File: src/hw/rtl/rlmos_pkg.sv
// Package for the rectangle move-order sorter.
// Holds the rectangle and cell types, config indexes and the blit-order compare.
// No dependencies.
package rlmos_pkg;

  localparam int MAX_RECTS_DEF = 32;

  // Config register indexes
  localparam logic CFG_MOVE_RIGHT = 1'b0;
  localparam logic CFG_MOVE_DOWN  = 1'b1;

  typedef struct packed {
    logic signed [15:0] x;
    logic signed [15:0] y;
    logic        [14:0] w;
    logic        [14:0] h;
  } rect_t;

  // One chain cell: occupancy plus rectangle
  typedef struct packed {
    logic  valid;
    rect_t rect;
  } cell_t;

  // Chain control, broadcast to all cells
  typedef struct packed {
    logic load;   // insert the incoming rectangle
    logic shift;  // move every cell one step toward the head
  } ctrl_t;

  // Direction settings
  typedef struct packed {
    logic move_right;
    logic move_down;
  } dir_t;

  // True when a must be blitted strictly before b
  function automatic logic goes_before(rect_t a, rect_t b, dir_t dir);
    logic signed [16:0] a_bot;
    logic signed [16:0] b_bot;
    logic               res;
    a_bot = {a.y[15], a.y} + $signed({2'b00, a.h});
    b_bot = {b.y[15], b.y} + $signed({2'b00, b.h});
    if (a.x != b.x) begin
      res = dir.move_right ? (a.x > b.x) : (a.x < b.x);
    end else if (dir.move_down) begin
      res = (a.y > b.y);
    end else begin
      res = (a_bot < b_bot);
    end
    return res;
  endfunction

endpackage

File: src/hw/rtl/rlmos_cell.sv
// One cell of the insertion chain: holds one rectangle in sorted position.
// Depends on rlmos_pkg.
module rlmos_cell (
  input  logic                  clk_i,
  input  logic                  rst_ni,
  input  rlmos_pkg::ctrl_t      ctrl_i,
  input  rlmos_pkg::dir_t       dir_i,
  input  rlmos_pkg::rect_t      new_rect_i,
  input  rlmos_pkg::cell_t      prev_cell_i,
  input  logic                  prev_ins_i,
  input  rlmos_pkg::cell_t      next_cell_i,
  output rlmos_pkg::cell_t      cell_o,
  output logic                  ins_o
);

  logic             valid_q, valid_d;
  rlmos_pkg::rect_t rect_q, rect_d;

  // New rectangle lands at or before this slot
  assign ins_o = !valid_q || rlmos_pkg::goes_before(new_rect_i, rect_q, dir_i);

  // Shift takes next cell; load takes previous cell or, if it lands here, new one
  always_comb begin
    valid_d = valid_q;
    rect_d  = rect_q;
    if (ctrl_i.shift) begin
      valid_d = next_cell_i.valid;
      rect_d  = next_cell_i.rect;
    end else if (ctrl_i.load) begin
      if (prev_ins_i) begin
        valid_d = prev_cell_i.valid;
        rect_d  = prev_cell_i.rect;
      end else if (ins_o) begin
        valid_d = 1'b1;
        rect_d  = new_rect_i;
      end
    end
  end

  always_ff @(posedge clk_i or negedge rst_ni) begin
    if (!rst_ni) begin
      valid_q <= 1'b0;
    end else begin
      valid_q <= valid_d;
    end
  end

  always_ff @(posedge clk_i) begin
    rect_q <= rect_d;
  end

  assign cell_o.valid = valid_q;
  assign cell_o.rect  = rect_q;

endmodule
File: config.mk
export PLATFORM = sky130hd
export DESIGN_NAME = rlmos_cell
export DESIGN_NICKNAME = d
export VERILOG_FILES = /design/src/hw/rtl/rlmos_pkg.sv /design/src/hw/rtl/rlmos_cell.sv
export SDC_FILE = /design/constraint.sdc
export NUM_CORES = 1
export LEC_CHECK = 0
export BUFFER_PORTS_ARGS = -buffer_cell sky130_fd_sc_hd__buf_4
export CORE_AREA = 2 2 122 124
export DETAILED_ROUTE_END_ITERATION = 8
export DIE_AREA = 0 0 124 126
export GPL_ROUTABILITY_DRIVEN = 0
export PLACE_DENSITY = 0.71
export SETUP_SLACK_MARGIN = 0.15
export SLEW_MARGIN = 10
export SYNTH_ARGS = -nofsm -noshare
export SYNTH_HDL_FRONTEND = slang
export SYNTH_SLANG_ARGS = --single-unit
File: constraint.sdc
create_clock -name clk_i -period 9.5 [get_ports clk_i]
set_input_delay 0.475 -clock clk_i [delete_from_list [all_inputs] [get_ports clk_i]]
set_output_delay 0.475 -clock clk_i [all_outputs]
set_load 0.005 [all_outputs]
==> results.cfg <==
[cts]
htree_levels = 3
clkSinkCount = 63
postCtsSetupRepairBufs = 0
cts_resized = 0
clk_pin_slew_ns = 0.05
clock_latency_ns = 0.33
cts_tree = done
cts_root_buf = clkbuf_16
cts.path.max_buffers = 2
cts_buffers = 9

[worst_setup_path]
r2r_slack_ns = 4.18
cp.depth = 15
worstPathMaxFanout = 33
timing.rr.start = cell_o[32]$_DFFE_PP_
path_cells = ha_1 > inv_1 > o21ai_0 > a21oi_1 > a221oi_1 > nand3_1 > a31o_2 > xnor2_1 > ha_1 > nand4_1 > o21bai_1 > o311ai_0 > o22ai_1 > a31oi_4 > buf_4
cp-endpoint = cell_o[7]$_DFFE_PP_
criticalPathCategory = register to register
path_buf_inv = 2
cp_common_cell = ha_1
cp_slowest_cell = a31oi_4
r2r-end = cell_o[7]$_DFFE_PP_
timing.critical_path.from_type = register
critPathTopFamily = compound AO/OA/AOI/OAI gates
cp-startpoint = cell_o[32]$_DFFE_PP_
r2r_cells = 15
cp.required_ns = 9.48
cp_slowest_stage_delay_ns = 0.88
end_kind = register
critPathArrivalTime_ns = 5.30

[floorplanning]
row_count = 44
die_x_um = 124
core_mm2 = 0.0143
ioPinCount = 259
start_util_pct = 39.5
die_y_um = 126
fp.dieArea_mm2 = 0.0156

[finish]
nets = 1137
layout.cells.non_filler = 1051
area_growth_pct = 42.2
antenna_cells = 0
fin_util_pct = 56.2
layout-drive-gt1-share_pct = 32.8

[grt]
grt_pass1_vias = 5184
track_usage_pct = 21.9
antenna_found_initial = 0
grt_first_pass_wirelength_mm = 26.3
grt_max_degree = 108
grt_overflow_total = 0

[yosys]
synth_top_area_share_pct = 32.9
synth.most_common_cell = o21ai_0
synthesis.area_mm2 = 0.00566
syn-num-nets = 886
synth_seq_cells = 63
yosysWarnings = 0
synth_ff_type = edfxtp_1
yosys.area.top_type = edfxtp_1
async_reset_ff_share_pct = 1.59
ys_seq_area_share_pct = 33.3
synth_enable_flop_cells = 62
synthTopCellsByArea = edfxtp_1 (33%), ha_1 (17%), mux2i_1 (11%), o21ai_0 (7.3%), nand2_1 (5.2%)
yosysUniqueCellTypes = 53
synthCells = 611
ys_top_cells_by_count = o21ai_0 (82), nand2_1 (79), ha_1 (78)
avgSynthCellArea_um2 = 9.26

[timing]
fin_ws_ns = 4.18
post-route-min-period_ns = 5.32
finalMaxSlewViolations = 0
fmax_ghz = 0.188
max_slew.worst_pin.slew_ns = 1.06
final.setup.tns_ns = 0
skew_ns = 0.00737
grt_setup_unrepaired = false
finalSetupViolations = 0
timing.final.hold_violations = 0
relSlewSlack_pct = 29.3
finalCritPeriodShare_pct = 56.0

[flow_run]
drv_cap = 0

[placement]
pre_cts_slack_ns = 3.93
io_buffers = 258
place_inst = 1034
dpl.hpwl_mm = 14.1

[drt]
drc = 0
wl_per_cell_um = 16.3
vias = 5364
final_antenna_net_count = 0
wl_mm = 17.1
drt_iter0_drc = 271
drt-vias-per-instance = 5.10
drtPass1Iterations = 4

[power_and_ir_drop]
powerDensity_mw_per_mm2 = 143
ir_drop_v = 0.0000715
p_leak_nw = 3.98

[worst_hold_path]
hold_path_class = input port to register

[run_status]
status = finished clean
## per-layer routing
metal | GRT usage (%) | vias to the layer above | routed length (um) | part of all wire (%)
li1 | - | 2727 | - | -
met1 | 27.1 | 2429 | 7280 | 42
met2 | 38.1 | 183 | 8440 | 49
met3 | 4.26 | 25 | 1070 | 6.3
met4 | 7.14 | 0 | 350 | 2.0
met5 | 0 | - | 0 | 0
## placed cells by master, fill, tap and decap left out, types with 2 or more instances in the layout
cell / Yosys / final
a211oi_1: 4 / 4
o21a_1: 3 / 3
nand2_1: 79 / 79
ha_1: 78 / 78
a221oi_1: 3 / 3
a211o_1: 4 / 4
nand4_1: 6 / 6
clkbuf_16: 0 / 9
or3_1: 2 / 2
o21bai_1: 4 / 4
xor2_1: 12 / 12
nor3_1: 4 / 4
edfxtp_1: 62 / 62
a21oi_1: 28 / 28
mux2i_1: 62 / 62
clkbuf_1: 19 / 2
nor2_1: 28 / 28
nand2b_1: 4 / 4
a21o_1: 10 / 10
a221o_1: 2 / 2
inv_1: 53 / 53
o22ai_1: 2 / 2
fa_1: 2 / 2
clkinv_2: 0 / 4
o21ai_0: 82 / 82
a31o_2: 2 / 2
buf_4: 1 / 261
xnor2_1: 16 / 16
a31oi_1: 5 / 4
nand3_1: 8 / 8
## layout make-up
type | count | area (um^2)
Clock inverter | 5 | 27.5
Inverter | 53 | 199
Clock buffer | 11 | 233
Tap cell | 184 | 230
Multi-Input combinational cell | 473 | 3500
Sequential cell | 63 | 1890
Timing Repair Buffer | 262 | 1970
Fill cell | 1323 | 6270
## worst min-delay path by stage
stage	startpoint	endpoint	cells past startpoint
floorplan	rst_ni	valid_q$_DFFE_PN0P_	0
CTS	next_cell_i[62]	valid_q$_DFFE_PN0P_	3
global route	next_cell_i[62]	valid_q$_DFFE_PN0P_	3
detailed placement	rst_ni	valid_q$_DFFE_PN0P_	1
global placement	rst_ni	valid_q$_DFFE_PN0P_	1
finish	next_cell_i[62]	valid_q$_DFFE_PN0P_	3
## sequential cells by signal, indices dropped and copies added, names as in the netlist
register	flops
cell_o	62
valid_q	1
## repair_timing
action / 4_1_cts / 5_1_grt
hold buffers: 1 / 0
endpoints found under the hold margin: 1 / 0
setup endpoints to repair: 0 / 0
## tightest hold or removal path, stage by stage
cell	delay, ns
buf_4	0.08
nand2_1	0.04
o21ai_0	0.06
## logic make-up (layout without fill, tap and decap cells)
group	Yosys count	count (layout)	share of synthesized area, %
DFF	63	63	33.3
xor gates and xnor gates	28	28	4.33
and+or+nand+nor	141	141	10.9
buffers and inverters	75	331	5.04
AOI/OAI and AO/OA	162	162	17.4
muxes	62	62	11.0
adders and majority gates	80	80	18.0
## stage by stage
stage | hold WS, ns | total power [mW] | cell area (um^2)
floorplan | 0.179 | 0.653 | 5660
global placement | 0.251 | 0.848 | 7780
detailed placement | 0.252 | 0.855 | 7780
CTS | 0.351 | 1.15 | 8050
global route | 0.372 | 1.22 | 8050
finish | 0.359 | 1.15 | 8050
## report_power, final
part           switching, mW  leakage, nW  internal (mW)
registers             0.0202        0.650          0.350
clock network          0.122        0.129          0.175
logic                  0.241         3.21          0.242
(Power assumes the default switching activity.)
